`config.mk`:
```
export PLATFORM = sky130hd
export DESIGN_NAME = codec_frame_slot_mux_top_flat
export DESIGN_NICKNAME = d
export VERILOG_FILES = /design/src/design/cfsm_pkg.sv /design/src/design/cfsm_if.sv /design/src/design/cfsm_queue.sv /design/src/design/cfsm_core.sv /design/src/design/codec_frame_slot_mux_top.sv /design/src/flat_wrapper.sv
export SDC_FILE = /design/constraint.sdc
export NUM_CORES = 1
export LEC_CHECK = 0
export BUFFER_PORTS_ARGS = -buffer_cell sky130_fd_sc_hd__buf_2
export CORE_MARGIN = 2
export CORE_UTILIZATION = 57
export CTS_CLUSTER_DIAMETER = 30
export DETAILED_ROUTE_END_ITERATION = 8
export GPL_TIMING_DRIVEN = 0
export PLACE_DENSITY = 0.79
export SYNTH_ARGS = -nofsm -noshare
export SYNTH_HDL_FRONTEND = slang
export SYNTH_SLANG_ARGS = --single-unit
export TNS_END_PERCENT = 10
```
`constraint.sdc`:
```
create_clock -name clk_i -period 4.2 [get_ports clk_i]
set_clock_uncertainty 0.05 [all_clocks]
set_input_delay 0.42 -clock clk_i [delete_from_list [all_inputs] [get_ports clk_i]]
set_output_delay 0.42 -clock clk_i [all_outputs]
set_load 0.01 [all_outputs]
```
`src/design/cfsm_pkg.sv`:
```
`default_nettype none

package cfsm_pkg;

  // Frame and command queue geometry.
  localparam int unsigned FRAME_SLOTS = 16;
  localparam int unsigned CMD_DEPTH   = 8;

  localparam int unsigned SLOT_W  = (FRAME_SLOTS > 1) ? $clog2(FRAME_SLOTS) : 1;
  localparam int unsigned PTR_W   = (CMD_DEPTH > 1) ? $clog2(CMD_DEPTH) : 1;
  localparam int unsigned COUNT_W = $clog2(CMD_DEPTH + 1);

  localparam logic [SLOT_W-1:0] LAST_SLOT = SLOT_W'(FRAME_SLOTS - 1);
  localparam logic [SLOT_W-1:0] FLAG_SLOT = SLOT_W'(FRAME_SLOTS - 2);
  localparam logic [PTR_W-1:0]  LAST_PTR  = PTR_W'(CMD_DEPTH - 1);
  localparam logic [COUNT_W-1:0] FULL_COUNT = COUNT_W'(CMD_DEPTH);

  localparam logic [15:0] SAMPLE_MASK = 16'hFFFE;
  localparam logic [15:0] FLAG_BIT    = 16'h0001;

  localparam int unsigned DEV_W = 3;

  typedef enum logic [1:0] {
    MODE_TX  = 2'd0,
    MODE_RX  = 2'd1,
    MODE_UPD = 2'd2
  } mode_e;

  typedef struct packed {
    logic [1:0]  mode;
    logic        sample_present;
    logic [15:0] tx_sample;
    logic [15:0] rx_word;
    logic [1:0]  reg_index;
    logic [7:0]  reg_value;
    logic [7:0]  reg_mask;
  } in_word_t;

  typedef struct packed {
    logic        tx_word_valid;
    logic [15:0] tx_word;
    logic        sample_taken;
    logic        rx_sample_valid;
    logic [15:0] rx_sample;
    logic        update_accepted;
  } out_word_t;

  // One queued register command: register number and new value.
  typedef struct packed {
    logic [1:0] reg_index;
    logic [7:0] value;
  } cmd_entry_t;

  typedef struct packed {
    logic       push;
    logic       pop;
    cmd_entry_t wdata;
  } queue_ctrl_t;

  typedef struct packed {
    logic       full;
    logic       empty;
    cmd_entry_t rdata;
  } queue_stat_t;

endpackage

`default_nettype wire

```
`src/design/cfsm_if.sv`:
```
`default_nettype none

interface cfsm_in_if import cfsm_pkg::*; ();
  logic     valid;
  logic     ready;
  in_word_t data;

  modport source (output valid, output data, input ready);
  modport sink   (input valid, input data, output ready);
endinterface

interface cfsm_out_if import cfsm_pkg::*; ();
  logic      valid;
  logic      ready;
  out_word_t data;

  modport source (output valid, output data, input ready);
  modport sink   (input valid, input data, output ready);
endinterface

`default_nettype wire

```
`src/design/cfsm_queue.sv`:
```
`default_nettype none

module cfsm_queue import cfsm_pkg::*; (
  input  wire logic        clk_i,
  input  wire logic        rst_ni,
  input  wire queue_ctrl_t ctrl_i,
  output queue_stat_t      stat_o
);

  cmd_entry_t         mem_q [CMD_DEPTH];
  logic [PTR_W-1:0]   head_q, head_d;
  logic [PTR_W-1:0]   tail_q, tail_d;
  logic [COUNT_W-1:0] count_q, count_d;

  // Entry storage has no reset; the count keeps unwritten entries from being read.
  always_ff @(posedge clk_i) begin
    if (ctrl_i.push) begin
      mem_q[tail_q] <= ctrl_i.wdata;
    end
  end

  always_comb begin
    head_d  = head_q;
    tail_d  = tail_q;
    count_d = count_q;
    if (ctrl_i.push) begin
      tail_d  = (tail_q == LAST_PTR) ? '0 : tail_q + 1'b1;
      count_d = count_d + 1'b1;
    end
    if (ctrl_i.pop) begin
      head_d  = (head_q == LAST_PTR) ? '0 : head_q + 1'b1;
      count_d = count_d - 1'b1;
    end
  end

  always_ff @(posedge clk_i or negedge rst_ni) begin
    if (!rst_ni) begin
      head_q  <= '0;
      tail_q  <= '0;
      count_q <= '0;
    end else begin
      head_q  <= head_d;
      tail_q  <= tail_d;
      count_q <= count_d;
    end
  end

  assign stat_o.full  = (count_q == FULL_COUNT);
  assign stat_o.empty = (count_q == '0);
  assign stat_o.rdata = mem_q[head_q];

endmodule

`default_nettype wire

```
`src/design/cfsm_core.sv`:
```
`default_nettype none

module cfsm_core import cfsm_pkg::*; (
  input  wire logic             clk_i,
  input  wire logic             rst_ni,
  input  wire logic [DEV_W-1:0] device_id_i,
  input  wire logic             accept_i,
  input  wire in_word_t         item_i,
  input  wire queue_stat_t      qstat_i,
  output queue_ctrl_t           qctrl_o,
  output out_word_t             result_o
);

  logic [SLOT_W-1:0] slot_q, slot_d;
  logic [7:0]        shadow_q [4];
  logic [7:0]        new_value;
  logic [2:0]        sent_index;
  logic              shadow_we;

  assign new_value  = (shadow_q[item_i.reg_index] & ~item_i.reg_mask) |
                      (item_i.reg_value & item_i.reg_mask);
  assign sent_index = {1'b0, qstat_i.rdata.reg_index} + 3'd1;

  always_comb begin
    result_o  = '0;
    qctrl_o   = '0;
    slot_d    = slot_q;
    shadow_we = 1'b0;
    qctrl_o.wdata.reg_index = item_i.reg_index;
    qctrl_o.wdata.value     = new_value;
    case (mode_e'(item_i.mode))
      MODE_TX: begin
        result_o.tx_word_valid = 1'b1;
        if (slot_q == LAST_SLOT) begin
          // Command slot: oldest queued command, or zero.
          slot_d = '0;
          if (!qstat_i.empty) begin
            result_o.tx_word = {device_id_i, 1'b0, sent_index, 1'b0, qstat_i.rdata.value};
            qctrl_o.pop      = accept_i;
          end
        end else begin
          slot_d = slot_q + 1'b1;
          if (item_i.sample_present) begin
            result_o.tx_word      = item_i.tx_sample & SAMPLE_MASK;
            result_o.sample_taken = 1'b1;
          end
          if (slot_q == FLAG_SLOT) begin
            result_o.tx_word = result_o.tx_word | FLAG_BIT;
          end
        end
      end
      MODE_RX: begin
        if (item_i.rx_word[0]) begin
          result_o.rx_sample_valid = 1'b1;
          result_o.rx_sample       = item_i.rx_word & SAMPLE_MASK;
        end
      end
      MODE_UPD: begin
        shadow_we = accept_i;
        if (!qstat_i.full) begin
          qctrl_o.push             = accept_i;
          result_o.update_accepted = 1'b1;
        end
      end
      default: begin
      end
    endcase
  end

  always_ff @(posedge clk_i or negedge rst_ni) begin
    if (!rst_ni) begin
      slot_q   <= '0;
      shadow_q <= '{default: '0};
    end else if (accept_i) begin
      slot_q <= slot_d;
      if (shadow_we) begin
        shadow_q[item_i.reg_index] <= new_value;
      end
    end
  end

endmodule

`default_nettype wire

```
`src/design/codec_frame_slot_mux_top.sv`:
```
`default_nettype none

// A result word is registered: it appears the cycle after its input is accepted.
// Throughput: one word per cycle unless out_o.ready stalls; a new word is taken
// while the previous result is being taken; the result register is the only stage.
// Reset (asynchronous, active low) clears the slot counter, shadow registers,
// queue pointers and device ID; queue entries are left as they were.

module codec_frame_slot_mux_top import cfsm_pkg::*; (
  input  wire logic             clk_i,
  input  wire logic             rst_ni,
  input  wire logic             cfg_we_i,
  input  wire logic [DEV_W-1:0] cfg_wdata_i,
  cfsm_in_if.sink               in_i,
  cfsm_out_if.source            out_o
);

  logic [DEV_W-1:0] device_id_q;
  logic             accept;
  logic             out_valid_q;
  out_word_t        out_word_q;
  out_word_t        result;
  queue_ctrl_t      qctrl;
  queue_stat_t      qstat;

  // The device ID is sampled when a command goes out, not when it is queued.
  always_ff @(posedge clk_i or negedge rst_ni) begin
    if (!rst_ni) begin
      device_id_q <= '0;
    end else if (cfg_we_i) begin
      device_id_q <= cfg_wdata_i;
    end
  end

  // Take a new word whenever the result register is empty or is being drained.
  assign in_i.ready = !out_valid_q || out_o.ready;
  assign accept     = in_i.valid && in_i.ready;

  cfsm_core u_core (
    .clk_i       (clk_i),
    .rst_ni      (rst_ni),
    .device_id_i (device_id_q),
    .accept_i    (accept),
    .item_i      (in_i.data),
    .qstat_i     (qstat),
    .qctrl_o     (qctrl),
    .result_o    (result)
  );

  cfsm_queue u_queue (
    .clk_i  (clk_i),
    .rst_ni (rst_ni),
    .ctrl_i (qctrl),
    .stat_o (qstat)
  );

  always_ff @(posedge clk_i or negedge rst_ni) begin
    if (!rst_ni) begin
      out_valid_q <= 1'b0;
    end else if (in_i.ready) begin
      out_valid_q <= in_i.valid;
    end
  end

  always_ff @(posedge clk_i) begin
    if (accept) begin
      out_word_q <= result;
    end
  end

  assign out_o.valid = out_valid_q;
  assign out_o.data  = out_word_q;

endmodule

`default_nettype wire
```
`src/flat_wrapper.sv`:
```
// flat-port wrapper written by rule: the top's interface ports become plain ports
module codec_frame_slot_mux_top_flat import cfsm_pkg::*;
  (clk_i, rst_ni, cfg_we_i, cfg_wdata_i, in_i_valid, in_i_data, in_i_ready, out_o_valid, out_o_data, out_o_ready);
  cfsm_in_if in_i_i ();
  cfsm_out_if out_o_i ();
  input  wire logic clk_i;
  input  wire logic rst_ni;
  input  wire logic cfg_we_i;
  input  wire logic [DEV_W-1:0] cfg_wdata_i;
  input wire logic [$bits(in_i_i.valid)-1:0] in_i_valid;
  input wire logic [$bits(in_i_i.data)-1:0] in_i_data;
  output wire logic [$bits(in_i_i.ready)-1:0] in_i_ready;
  output wire logic [$bits(out_o_i.valid)-1:0] out_o_valid;
  output wire logic [$bits(out_o_i.data)-1:0] out_o_data;
  input wire logic [$bits(out_o_i.ready)-1:0] out_o_ready;
  assign in_i_i.valid = in_i_valid;
  assign in_i_i.data = in_i_data;
  assign in_i_ready = in_i_i.ready;
  assign out_o_valid = out_o_i.valid;
  assign out_o_data = out_o_i.data;
  assign out_o_i.ready = out_o_ready;
  codec_frame_slot_mux_top u_core (.clk_i(clk_i), .rst_ni(rst_ni), .cfg_we_i(cfg_we_i), .cfg_wdata_i(cfg_wdata_i), .in_i(in_i_i), .out_o(out_o_i));
endmodule
```
======== After elaboration in Yosys (flattened, before gate mapping) ========
Memory sizes are Yosys's and may differ from the RTL's.
Index checks and enable logic that the tools add are counted.
operators by class
  eq/ne operators ......................... 7
  $add $sub $neg .......................... 6
  bitwise logic cells ..................... 6
  reduce and logical (&&, ||, !) cells .... 10
  magnitude comparators ................... 2
  muxes and demuxes ....................... 27
operators with widths
  operator             number
  $mux 17              2
  $bwmux 32            1
  $mux 16              2
  $mux 8               3
  $mux 18              1
  $and 8x8->8          2
  $bmux 8 s2           1
  $demux 8 s2          1
  $eq 4x4->1 const B   3
  $mux 4               3
  $mux 1               11
  $add 4x1->4 const B  2
  $not 8->8            1
  $or 8x8->8           1
  $add 3x1->3 const B  2
  $eq 3x3->1 const B   2
  $mux 3               2
  $reduce_and 2->1     3
  $logic_not 4->1      1
  $sub 4x1->4 const B  1
  $add 2x1->3 const B  1
  $ge 3x3->1 const B   1
  $lt 3x1->1 const B   1
  $not 2->3            1
  other kinds (8)      9
storage, ports and cells
  memories kept ........................... 1
  output and inout bits ................... 38
  logic and storage cells ................. 76
  bits of input ports ..................... 61
  bits in registers ....................... 86
  bits in writable memories ............... 80
memory list
  name                  words  width  read ports  clocked after memory_dff  wr ports  RTL line          text
  u_core.u_queue.mem_q  8      10     1           0                         1         cfsm_queue.sv:10  cmd_entry_t mem_q [CMD_DEPTH];

======== Logic depth before layout (Yosys ltp) ========
Gate-level depths: netlist of the first run.
  depth in word-level cells ............... 8
  gate-level depth with buffers ........... 9
  depth with buffers taken out ............ 9

======== Modules after synthesis ========
A second synthesis of the first run with hierarchy kept.
second synthesis, totals
  cells, all modules ...................... 459
  area total of the unflattened synthesis .. 7,249.5 sq um
by module, submodules not included
  module                    area each (sq um)  cells each  sequential area each (sq um)  times used
  cfsm_queue                3,692.3            177         2,652.5                       1
  cfsm_core                 2,316.0            236         900.9                         1
  codec_frame_slot_mux_top  1,241.2            46          1,181.1                       1

======== Least setup slack after synthesis of the first run ========
OpenSTA, ideal clock, no wires.
  kind .................................... input to register
  from .................................... input in_i_valid
  to ...................................... register u_core.u_core.shadow_q[0] in the netlist's numbering
  data arrival time ....................... 3.104 ns
  buffers on the path ..................... 2
  cell stages on the path ................. 6
  data required time ...................... 4.025 ns
  path slack .............................. 0.921 ns
  library setup time ...................... 0.125 ns
  cell sequence ........................... clkbuf_2 -> inv_1 -> nor2_1 -> and4_1 -> buf_2 -> mux2_2
on the way
  cells in the longest elaborated chain, start to end .. 3
ends and longest elaborated chain
  element                              RTL line                        text
  from (decl)                          flat_wrapper.sv:10              input wire logic [$bits(in_i_i.valid)-1:0] in_i_valid;
  $logic_and 1x1->1 *                  codec_frame_slot_mux_top.sv:37  assign accept = in_i.valid && in_i.ready;
  $mux 1                               cfsm_core.sv:31                 case (mode_e'(item_i.mode))
  $reduce_and 2->1 (no source line) *  --
  to (signal, indexed assignment)      cfsm_core.sv:77                 shadow_q[item_i.reg_index] <= new_value;
  to (decl)                            cfsm_core.sv:15                 logic [7:0] shadow_q [4];
Every way passes the cells marked *; elsewhere a longest branch is shown, timed or not.
A chain may end at the register's enable or synchronous reset.

======== Worst setup path after layout of the first run ========
  from .................................... register u_core.u_queue.count_q[0]
  to ...................................... memory u_core.u_queue.mem_q[3][6] in the netlist's numbering, enable pin
on the way
  cells in the longest elaborated chain, start to end .. 5
ends and longest elaborated chain
  element                       RTL line          text
  from (decl)                   cfsm_queue.sv:13  logic [COUNT_W-1:0] count_q, count_d;
  from (signal assigned)        cfsm_queue.sv:44  count_q <= count_d;
  $eq 4x4->1                    cfsm_queue.sv:48  assign stat_o.full = (count_q == FULL_COUNT);
  $mux 1                        cfsm_core.sv:60   if (!qstat_i.full) begin
  $mux 1                        cfsm_core.sv:31
  $mux 1                        cfsm_queue.sv:17  if (ctrl_i.push) begin
  $mux 1 (not written as such)  cfsm_queue.sv:18  mem_q[tail_q] <= ctrl_i.wdata;
  to (decl)                     cfsm_queue.sv:10
No other way between the ends.

==> summary.txt, run 1 <==
Timing
  – Final Hold Viols: 0
  – Achievable clock frequency: 350.1 MHz
  – Final period util: 68.01%
  – Final setup viols: 0
  – Slew @ Worst Pin: 1.107 ns
  – Final-report max-slew violation count: 0
  – RSZ-0062 raised after global routing: false
  – Period minus WS final: 2.856 ns
  – WHS: 0.1651 ns
  – Final setup TNS: 0 ns
  – Max transition margin: 25.92%

Global routing
  – Total grt overflow: 0
  – First-pass GRT wire length: 20440 microns
  – Largest net degree at the start of global routing: 51
  – Via count of the first global-routing pass: 3900
  – Initial antenna violation count: 0
  – GRT Total Usage: 21.34%

Yosys
  – Sequential area share after synthesis: 67.46%
  – Top cell type's share of synthesized area: 49.52%
  – Unique masters post-synth: 51
  – Syn Inst Count: 400
  – Yosys top cell by area: edfxtp_1
  – Post-synth EDFFs: 115
  – Flops & latches, synth: 165
  – Synth Flop Type: edfxtp_1
  – Mean area per synthesized cell: 17.44 sq um
  – Yosys warns: 0
  – Mapped Area: 6974 sq um
  – Area contributors post-synth: edfxtp_1, dfrtp_1, mux4_2, mux2_2, ha_1
  – Syn_nets: 471
  – Post-synth ARST share: 30.30%

Critical path
  – Critical Path AT: 2.85 ns
  – CP Launch Type: register
  – Cells on worst reg2reg path: 6
  – Critical Path RT: 4.19 ns
  – Setup crit end kind: register
  – Critical path class: reg -> reg
  – Crit-path max FO: 10

Die
  – Chip height: 114.6 microns
  – Ports: 99
  – Initial core utilization: 58.31%
  – Core area: 11960 sq um
  – Die Footprint: 13140 sq um
  – Die X-Extent: 114.6 microns
  – Row count: 40

Detailed routing
  – Post-DRT Antenna Nets: 0
  – Drt pass-1 iters: 4
  – # DRC: 0
  – Routed WL: 12710 microns
  – WL/cell: 18.80 microns
  – Vias post-DR: 3818
  – 1st-iter DRT viols: 229
  – Via density: 5.648

Final layout
  – Layout Area Growth over Synthesis: 19.12%
  – Final #Nets: 587
  – Diode count: 0
  – Most common cell after layout, fill and taps aside: edfxtp_1
  – Most frequent cells in the layout: edfxtp_1, buf_2, dfrtp_1, mux2_2, mux4_2
  – Layout cells sized above 1: 42.72%

Power
  – P per Cell Area: 503.1 nW/um^2
  – Maximum vdd drop: 276.3 uV
  – Lkg Pwr: 0.003299 uW

Clocking
  – H-tree depth: 4
  – Total CTS buffers: 17
  – Clock edge transition at the registers on the reported setup and hold paths: 0.06 ns
  – Post-CTS Setup Bufs: 0
  – Worst-Skew Late Latency: 0.42 ns
  – Post_cts resized: 0
  – CTS tree: done
  – Clock Sinks: 165
  – Clk buf depth: 2
  – CTS Hold Buffers Added: 0
  – CTS Root Buffer Type: clkbuf_16

Placed design
  – Port Buffers: 95
  – Dpl hpwl: 8386 microns
  – Final GP Congestion: 0.7828

Run
  – Max_cap viols: 0

Outcome
  – Status: finished, final reports clean

Hold path
  – HP Class: in -> async
[Yosys cell counts, types with 8 or more instances]
cell,number
and2_1,18
o21ai_0,14
buf_2,8
dfrtp_1,50
mux2_4,8
edfxtp_1,115
nor2_1,13
mux2i_1,10
mux2_2,41
mux4_2,27
ha_1,10
nand2_1,17
[final cells by class]
cell class	count	area (sq um)
Sequential cell	165	4705
Fill cell	776	3654
Multi-Input combinational cell	212	2166
Timing Repair Buffer	97	506.7
Clock buffer	21	480.5
Tap cell	147	183.9
Clock inverter	11	145.1
Buffer	15	86.33
Inverter	8	35.03
[per-stage QoR]
stage / instance area (sq um) / setup WS [ns] / cells / utilization (%) / total power [uW]
2_1_floorplan: 6974 / 0.9209 / 400 / - / 2424
3_3_place_gp: 7634 / 0.1527 / 642 / 63.82 / 2554
3_5_place_dp: 7682 / 1.303 / 644 / 64.23 / 2600
4_1_cts: 8308 / 1.317 / 676 / 69.46 / 4199
5_1_grt: 8308 / 1.115 / 676 / 69.46 / 4362
6_report: 8308 / 1.344 / 676 / 69.46 / 4180
[worst paths after layout]
| kind | from | to | slack [ns] |
|---|---|---|---|
| min | rst_ni | u_core.u_queue.head_q[0]$_DFFE_PN0N_ | 0.17 |
| max reg2reg | u_core.u_queue.count_q[0]$_DFF_PN0_ | u_core.u_queue.mem_q[3][6]$_DFFE_PP_ | 1.34 |
| max | u_core.u_queue.count_q[0]$_DFF_PN0_ | u_core.u_queue.mem_q[3][6]$_DFFE_PP_ | 1.34 |
| min reg2reg | u_core.u_core.shadow_q[2]$_DFFE_PN0P_ | u_core.u_core.shadow_q[2]$_DFFE_PN0P_ | 0.45 |
| min in group clk_i | cfg_wdata_i[2] | u_core.device_id_q[2]$_DFFE_PN0P_ | 0.18 |
| max in group asynchronous | rst_ni | u_core.u_core.shadow_q[8]$_DFFE_PN0P_ | 3.26 |
[worst max-delay path, stage by stage (launching register included)]
cell and delay, ns:
dfrtp_1 0.42, inv_1 0.09, ha_1 0.25, nand2_1 0.14
o2111ai_2 0.26, or2_2 0.41, nor2_1 0.86
[power by group]
part | leakage, uW | total, uW | switching [uW] | internal [uW]
clock | 0.000305 | 1610 | 613 | 999
sequential | 0.00172 | 2040 | 106 | 1940
combinational | 0.00127 | 526 | 262 | 264
total | 0.00330 | 4180 | 981 | 3200
[cells by family (layout without fill, tap and decap cells)]
logic type | Yosys count | count (layout) | synth area share (%)
flip-flops | 165 | 165 | 67.46
multiplexers | 87 | 87 | 18.87
AND/OR/NAND/NOR | 78 | 78 | 6.280
AO/OA/AOI/OAI | 30 | 30 | 3.050
buffers and inverters | 23 | 152 | 1.740
adder cells (fa/ha/maj) | 10 | 10 | 1.794
XOR/XNOR | 6 | 6 | 0.7535
other | 1 | 1 | 0.05377
[flip-flops by register name (all words and copies together) (netlist names)]
signal / flops
u_core.u_core.shadow_q: 32
u_core.u_queue.tail_q: 3
u_core.device_id_q: 3
u_core.out_o.data: 35
u_core.u_core.slot_q: 4
u_core.u_queue.count_q: 4
u_core.u_queue.mem_q: 80
u_core.u_queue.head_q: 3
u_core.out_o.valid: 1
[metal layers]
layer	wire [microns]	track usage [%]	vias to the layer above
met5	0	0	-
met4	156	6.423	0
met3	741	5.982	12
met2	6227	33.57	123
met1	5581	29.41	1902
li1	-	-	1781
No activity file was read; power rests on OpenSTA's default activity.
==> inputs of run 2 (changes only) <==
Clock period 4.2 ns to 2.98 ns, I/O delays scaled along.
==> summary.txt, run 2 (synthesis results as in run 1) <==
Power
  – Net load switching power: 1425 uW (+45%)
  – Logic pwr share: 13.0% (+0.4 points)
  – Internal Pwr Total: 4415 uW (+38%)
  – Lkg Pwr: 0.003278 uW (-0.63%)
  – Maximum vdd drop: 438.2 uV (+59%)
  – Sw frac: 24.40% (+0.93 points)
  – Total power: 5840 uW (+40%)
  – Reg power frac: 49.4% (+0.6 points)
  – Clock group share of total power: 37.6% (-1.0 points)
  – P per Cell Area: 705.3 nW/um^2 (+40%)

Final layout
  – Diode count: 0 (unchanged)
  – Max FFs per register: 80 (unchanged)
  – Final #Nets: 587 (unchanged)
  – Final Util: 69.23% (-0.23 points)
  – Layout Area Growth over Synthesis: 18.73%
  – Reg with most FFs: u_core.u_queue.mem_q
  – Most common cell after layout, fill and taps aside: edfxtp_1
  – Most frequent cells in the layout: edfxtp_1, buf_2, dfrtp_1, mux2_2, mux4_2
  – Final cell count without fillers: 676 (unchanged)
  – Layout cells sized above 1: 43.29% (+0.57 points)

Critical path
  – Crit-path max FO: 10 (unchanged)
  – Critical Path AT: 2.70 ns (-0.15 ns)
  – Slowest library cell on the worst path: nor2_1
  – Critical path class: reg -> reg
  – Family with the most delay on the worst path: simple AND/OR/NAND/NOR gates
  – Buf+Inv Stages, Crit Path: 1 (unchanged)
  – Crit-path cells: inv_1 > ha_1 > nand2_1 > o2111ai_2 > nand2b_1 > nor2_1
  – Cells on worst reg2reg path: 6 (unchanged)
  – CP max stage delay: 0.80 ns (-0.06 ns)
  – Critical Path RT: 2.98 ns (-1.21 ns)
  – CP Launch Type: register
  – WP depth: 6 (unchanged)
  – Setup crit end kind: register

Detailed routing
  – Via density: 5.803 (+2.8%)
  – Routed WL: 13040 microns (+2.6%)
  – 1st-iter DRT viols: 251 (+9.6%)
  – Drt pass-1 iters: 4 (unchanged)
  – WL/cell: 19.29 microns (+2.6%)
  – Post-DRT Antenna Nets: 0 (unchanged)
  – # DRC: 0 (unchanged)
  – Vias post-DR: 3923 (+2.8%)

Global routing
  – Via count of the first global-routing pass: 4040 (+3.6%)
  – Initial antenna violation count: 0 (unchanged)
  – Largest net degree at the start of global routing: 51 (unchanged)
  – GRT Total Usage: 21.26% (-0.075 points)
  – First-pass GRT wire length: 20620 microns (+0.85%)
  – Total grt overflow: 0 (unchanged)

Die
  – Ports: 99 (unchanged)
  – Die Footprint: 13140 sq um (unchanged)
  – Core area: 11960 sq um (unchanged)
  – Chip height: 114.6 microns (unchanged)
  – Initial core utilization: 58.31% (unchanged)
  – Row count: 40 (unchanged)
  – Die X-Extent: 114.6 microns (unchanged)

Clocking
  – CTS tree: done
  – Clock Sinks: 165 (unchanged)
  – CTS Root Buffer Type: clkbuf_16
  – H-tree depth: 4 (unchanged)
  – Worst-Skew Late Latency: 0.42 ns (about the same)
  – Clock edge transition at the registers on the reported setup and hold paths: 0.06 ns (about the same)
  – Total CTS buffers: 17 (unchanged)
  – Clk buf depth: 2 (unchanged)

Timing
  – Final-report max-slew violation count: 0 (unchanged)
  – Final setup TNS: 0 ns (unchanged)
  – Final period util: 90.82% (+23 points)
  – RSZ-0062 raised after global routing: false
  – Final Hold Viols: 0 (unchanged)
  – Achievable clock frequency: 369.5 MHz (+5.5%)
  – Slew @ Worst Pin: 1.125 ns (+0.01765 ns)
  – Period minus WS final: 2.706 ns (-0.1500 ns)
  – Final setup viols: 0 (unchanged)
  – Worst setup margin: 0.2736 ns (-1.070 ns)
  – Max transition margin: 25.02% (-0.90 points)

Placed design
  – Setup Slack @ Placement: 0.08037 ns (-1.222 ns)
  – # placed instances: 644 (unchanged)
  – Dpl hpwl: 8612 microns (+2.7%)
  – Port Buffers: 95 (unchanged)
  – Final GP Congestion: 0.7607 (-2.8%)

Hold path
  – HP Class: in -> async

Run
  – Max_cap viols: 0 (unchanged)

Outcome
  – Status: finished, final reports clean
-- run 2: cell types whose count changed in the layout (fill, tap and decap cells not counted) --
cell,delta
clkbuf_1,+2
clkbuf_8,-4
clkinv_1,-1
clkinv_2,+3
clkinv_4,-1
clkinvlp_4,+1
nor2_1,-4
nor2_2,+4
-- run 2: per-stage QoR --
stage | hold slack [ns] | area, sq um
detailed placement | 0.4422 | 7682
CTS | 0.04938 | 8270
global placement | 0.4316 | 7636
global route | 0.06404 | 8280
floorplan | -0.04759 | 6977
finish | 0.04997 | 8280
-- run 2: final cells by class --
| type | instances | area [sq um] |
|---|---|---|
| sequential | 165 | 4705 |
| clock buffer | 19 | 432.9 |
| inverter | 8 | 35.03 |
| clock inverter | 13 | 155.1 |
| tap | 147 | 183.9 |
| buffer | 15 | 86.33 |
| timing repair buffer | 97 | 506.7 |
| multi-input combinational | 212 | 2176 |
| fill | 761 | 3681 |
-- run 2: power groups by stage --
| stage | Clock (uW) | Combinational (uW) | Sequential (uW) |
|---|---|---|---|
| floorplan | 0 | 526 | 2890 |
| global placement | 0 | 700 | 2900 |
| detailed placement | 0 | 753 | 2920 |
| CTS | 2210 | 760 | 2880 |
| global route | 2300 | 852 | 2910 |
| finish | 2190 | 762 | 2880 |
-- run 2: path summary, 6_finish.rpt --
| path | endpoint | slack [ns] | from |
|---|---|---|---|
| hold reg to reg | u_core.u_core.shadow_q[1]$_DFFE_PN0P_ | 0.45 | u_core.u_core.shadow_q[1]$_DFFE_PN0P_ |
| setup reg to reg | u_core.u_queue.mem_q[2][7]$_DFFE_PP_ | 0.27 | u_core.u_queue.count_q[0]$_DFF_PN0_ |
| max in group asynchronous | u_core.u_core.shadow_q[20]$_DFFE_PN0P_ | 2.14 | rst_ni |
| setup / recovery | u_core.u_queue.mem_q[2][7]$_DFFE_PP_ | 0.27 | u_core.u_queue.count_q[0]$_DFF_PN0_ |
| min in group clk_i | u_core.device_id_q[0]$_DFFE_PN0P_ | 0.06 | cfg_wdata_i[0] |
| hold / removal | u_core.device_id_q[2]$_DFFE_PN0P_ | 0.05 | rst_ni |
-- run 2: per-layer routing --
layer	wire length (microns)	global-route usage, %
met3	736	3.970
met4	206	9.268
met1	5468	27.01
met5	0	0
met2	6631	36.02
-- run 2: what timing repair did --
| item | 4_1_cts | 5_1_grt |
|---|---|---|
| endpoints found under the setup margin | 0 | 30 |
| hold buffers | 0 | 0 |
| gates resized for setup | 0 | 4 |
| buffers inserted | 0 | 0 |
==> inputs of run 3 (changes only) <==
Settings changed: SYNTH_HIERARCHICAL set to 1.
==> summary.txt, run 3 <==
Outcome
  – Status: finished, final reports clean

Final layout
  – Reg with most FFs: u_core/u_queue/mem_q
  – Layout cells sized above 1: 36.50% (-6.8 points)
  – Diode count: 0 (unchanged)
  – Final instance area: 8598 sq um (+3.8%)
  – Max FFs per register: 80 (unchanged)
  – Final #Nets: 647 (+10%)
  – Most frequent cells in the layout: edfxtp_1, buf_2, dfrtp_1, mux2_2, nor2_1
  – Most common cell after layout, fill and taps aside: edfxtp_1
  – Final cell count without fillers: 761 (+13%)
  – Filler cell count: 846 (+11%)
  – Layout Area Growth over Synthesis: 18.61%

Yosys
  – Largest family of logic cells by synthesized area: multiplexers
  – Unique masters post-synth: 42 (-18%)
  – Adder-cell share of the synthesized area: 1.726% (-0.068 points)
  – Sequential area share after synthesis: 65.31% (-2.1 points)
  – Top cell type's share of synthesized area: 48.05% (-1.5 points)
  – Post-synth ARST share: 30.12% (-0.18 points)
  – Count leader, synth: edfxtp_1
  – Xor and xnor area share after synthesis: 0.6041% (-0.15 points)
  – Mean area per synthesized cell: 15.79 sq um (-9.4%)
  – Mapped Area: 7249 sq um (+3.9%)
  – Synth Area in Simple Gates: 9.182% (+2.9 points)
  – Synth Flop Type: edfxtp_1
  – Yosys warns: 6 (+6)
  – Compound-gate portion of the synthesized area: 4.418% (+1.4 points)
  – Post-synth EDFFs: 116 (+0.87%)
  – Syn Inst Count: 459 (+15%)
  – Top cells by count, synth: edfxtp_1, dfrtp_1, mux2_2, nor2_1, and2_1
  – Flops & latches, synth: 166 (+0.61%)
  – Area contributors post-synth: edfxtp_1, dfrtp_1, mux2_2, mux4_1, ha_1
  – Syn_nets: 530 (+13%)
  – Mux share of post-synthesis cell area: 16.09% (-2.8 points)
  – Yosys top cell by area: edfxtp_1

Global routing
  – First-pass GRT wire length: 22360 microns (+8.4%)
  – Via count of the first global-routing pass: 4411 (+9.2%)
  – Largest net degree at the start of global routing: 51 (unchanged)
  – Initial antenna violation count: 0 (unchanged)
  – GRT Total Usage: 22.55% (+1.3 points)
  – Total grt overflow: 0 (unchanged)

Detailed routing
  – Routed WL: 14610 microns (+12%)
  – Via density: 5.735 (-1.2%)
  – # DRC: 0 (unchanged)
  – WL/cell: 19.20 microns (-0.49%)
  – Vias post-DR: 4364 (+11%)
  – 1st-iter DRT viols: 278 (+11%)
  – Post-DRT Antenna Nets: 0 (unchanged)
  – Drt pass-1 iters: 5 (+1)

Timing
  – Final Hold Viols: 0 (unchanged)
  – Max transition margin: 22.79% (-2.2 points)
  – Achievable clock frequency: 349.0 MHz (-5.5%)
  – Final-report max-slew violation count: 0 (unchanged)
  – Final period util: 96.15% (+5.3 points)
  – Worst setup margin: 0.1148 ns (-0.1588 ns)
  – Period minus WS final: 2.865 ns (+0.1588 ns)
  – Slew @ Worst Pin: 1.158 ns (+0.03335 ns)
  – RSZ-0062 raised after global routing: true
  – Final setup viols: 0 (unchanged)

Clocking
  – Clock Sinks: 166 (+0.61%)
  – Total CTS buffers: 17 (unchanged)
  – H-tree depth: 4 (unchanged)
  – Clk buf depth: 2 (unchanged)
  – CTS tree: done
  – CTS Root Buffer Type: clkbuf_16
  – Clock edge transition at the registers on the reported setup and hold paths: 0.06 ns (about the same)
  – CTS Hold Buffers Added: 0 (unchanged)
  – Worst-Skew Late Latency: 0.42 ns (about the same)

Die
  – Core area: 12520 sq um (+4.6%)
  – Initial core utilization: 57.92% (-0.39 points)
  – Row count: 41 (+2.5%)
  – Die Footprint: 13640 sq um (+3.8%)
  – Ports: 99 (unchanged)
  – Chip height: 116.8 microns (+1.9%)
  – Die X-Extent: 116.8 microns (+1.9%)

Placed design
  – Port Buffers: 96 (+1.1%)
  – Dpl hpwl: 9743 microns (+13%)
  – Placed Area: 7979 sq um (+3.9%)
  – # placed instances: 729 (+13%)
  – Final GP Congestion: 0.8361 (+9.9%)
  – Setup Slack @ Placement: -0.3261 ns (-0.4065 ns)

Critical path
  – FF-to-FF setup slack: 0.11 ns (-0.16 ns)
  – Critical Path RT: 2.98 ns (about the same)
  – Critical Path AT: 2.87 ns (+0.17 ns)
  – Crit-path max FO: 10 (unchanged)
  – Critical path class: reg -> reg
  – CP max stage delay: 0.61 ns (-0.19 ns)
  – Slowest library cell on the worst path: nor2_2
  – Setup crit end kind: register
  – Crit-path cells: inv_1 > ha_1 > and3b_1 > nor3b_2 > and2_1 > buf_2 > nand2b_1 > nor2_2
  – CP Launch Type: register

Power
  – Internal Pwr Total: 4318 uW (-2.2%)
  – Maximum vdd drop: 326.9 uV (-25%)
  – Sw frac: 23.91% (-0.49 points)
  – Lkg Pwr: 0.003443 uW (+5.0%)
  – Reg power frac: 50.1% (+0.7 points)
  – Clock group share of total power: 38.2% (+0.6 points)
  – Net load switching power: 1357 uW (-4.8%)
  – P per Cell Area: 660.0 nW/um^2 (-6.4%)
  – Total power: 5675 uW (-2.8%)
  – Logic pwr share: 11.7% (-1.3 points)

Run
  – Max_cap viols: 0 (unchanged)

Hold path
  – HP Class: in -> reg
==> run 3: worst paths after layout <==
path	startpoint	cells past startpoint	end
hold reg to reg	u_core/u_core/shadow_q[31]$_DFFE_PN0P_	1	u_core/u_core/shadow_q[31]$_DFFE_PN0P_
max in group asynchronous	rst_ni	1	u_core/u_core/shadow_q[5]$_DFFE_PN0P_
hold / removal	in_i_valid	2	u_core/out_o.valid$_DFFE_PN0P_
setup reg to reg	u_core/u_queue/count_q[0]$_DFF_PN0_	8	u_core/u_queue/mem_q[2][9]$_DFFE_PP_
min in group asynchronous	rst_ni	1	u_core/u_core/slot_q[3]$_DFFE_PN0P_
setup / recovery	u_core/u_queue/count_q[0]$_DFF_PN0_	8	u_core/u_queue/mem_q[2][9]$_DFFE_PP_
==> run 3: cell type report <==
cell class | instances | area, sq um | share of cell area, %
plain buffers | 24 | 137.6 | 1.601
clock buffers | 20 | 436.7 | 5.079
clock inverters | 12 | 155.1 | 1.804
inverters | 14 | 52.55 | 0.6112
multi-input cells | 255 | 2364 | 27.49
flip-flops and latches | 166 | 4735 | 55.06
well taps | 172 | 215.2 | 2.503
repair buffers | 98 | 503.0 | 5.850
==> run 3: logic make-up (layout without fill, tap and decap cells) <==
logic type | after synthesis | in the layout
AOI/OAI and AO/OA | 40 | 40
buffers and inverters | 38 | 168
DFF | 166 | 166
xor gates and xnor gates | 5 | 5
muxes | 79 | 79
other | 1 | 1
and+or+nand+nor | 120 | 120
adders and majority gates | 10 | 10
==> run 3: metal layers <==
layer,vias to the layer above,wire [microns],global-route usage [%]
met4,0,280,10.67
met1,2131,5998,27.68
met2,198,7318,37.69
li1,2008,-,-
met5,-,0,0
met3,27,1012,5.870
==> run 3: what timing repair did <==
| item | 4_1_cts | 5_1_grt |
|---|---|---|
| endpoints found under the setup margin | 74 | 75 |
| gates resized for setup | 4 | 5 |
| hold endpoints to repair | 0 | 0 |
| setup buffers | 0 | 0 |
==> run 3: power by group through the flow <==
stage | combinational, uW | sequential, uW | clock [uW]
after CTS | 657 | 2840 | 2210
after floorplan | 421 | 2850 | 0
after detailed placement | 646 | 2880 | 0
after global placement | 590 | 2860 | 0
after global routing | 739 | 2870 | 2310
final | 662 | 2850 | 2170
==> run 3: stage by stage <==
| stage | util (%) | TNS (ns) | hold slack [ns] |
|---|---|---|---|
| 2_1_floorplan | - | 0 | -0.04759 |
| 3_3_place_gp | 63.48 | -24.18 | 0.4325 |
| 3_5_place_dp | 63.74 | -14.78 | 0.4391 |
| 4_1_cts | 68.54 | -2.475 | 0.03281 |
| 5_1_grt | 68.69 | -0.9437 | 0.02484 |
| 6_report | 68.69 | 0 | 0.04071 |
==> run 3: critical path, delay by kind of cell, from the launching register on <==
| kind | cells | cell delay [ns] |
|---|---|---|
| AND/OR/NAND/NOR | 5 | 1.46 |
| flip-flops | 1 | 0.46 |
| buffers and inverters | 2 | 0.31 |
| adder cells (fa/ha/maj) | 1 | 0.21 |
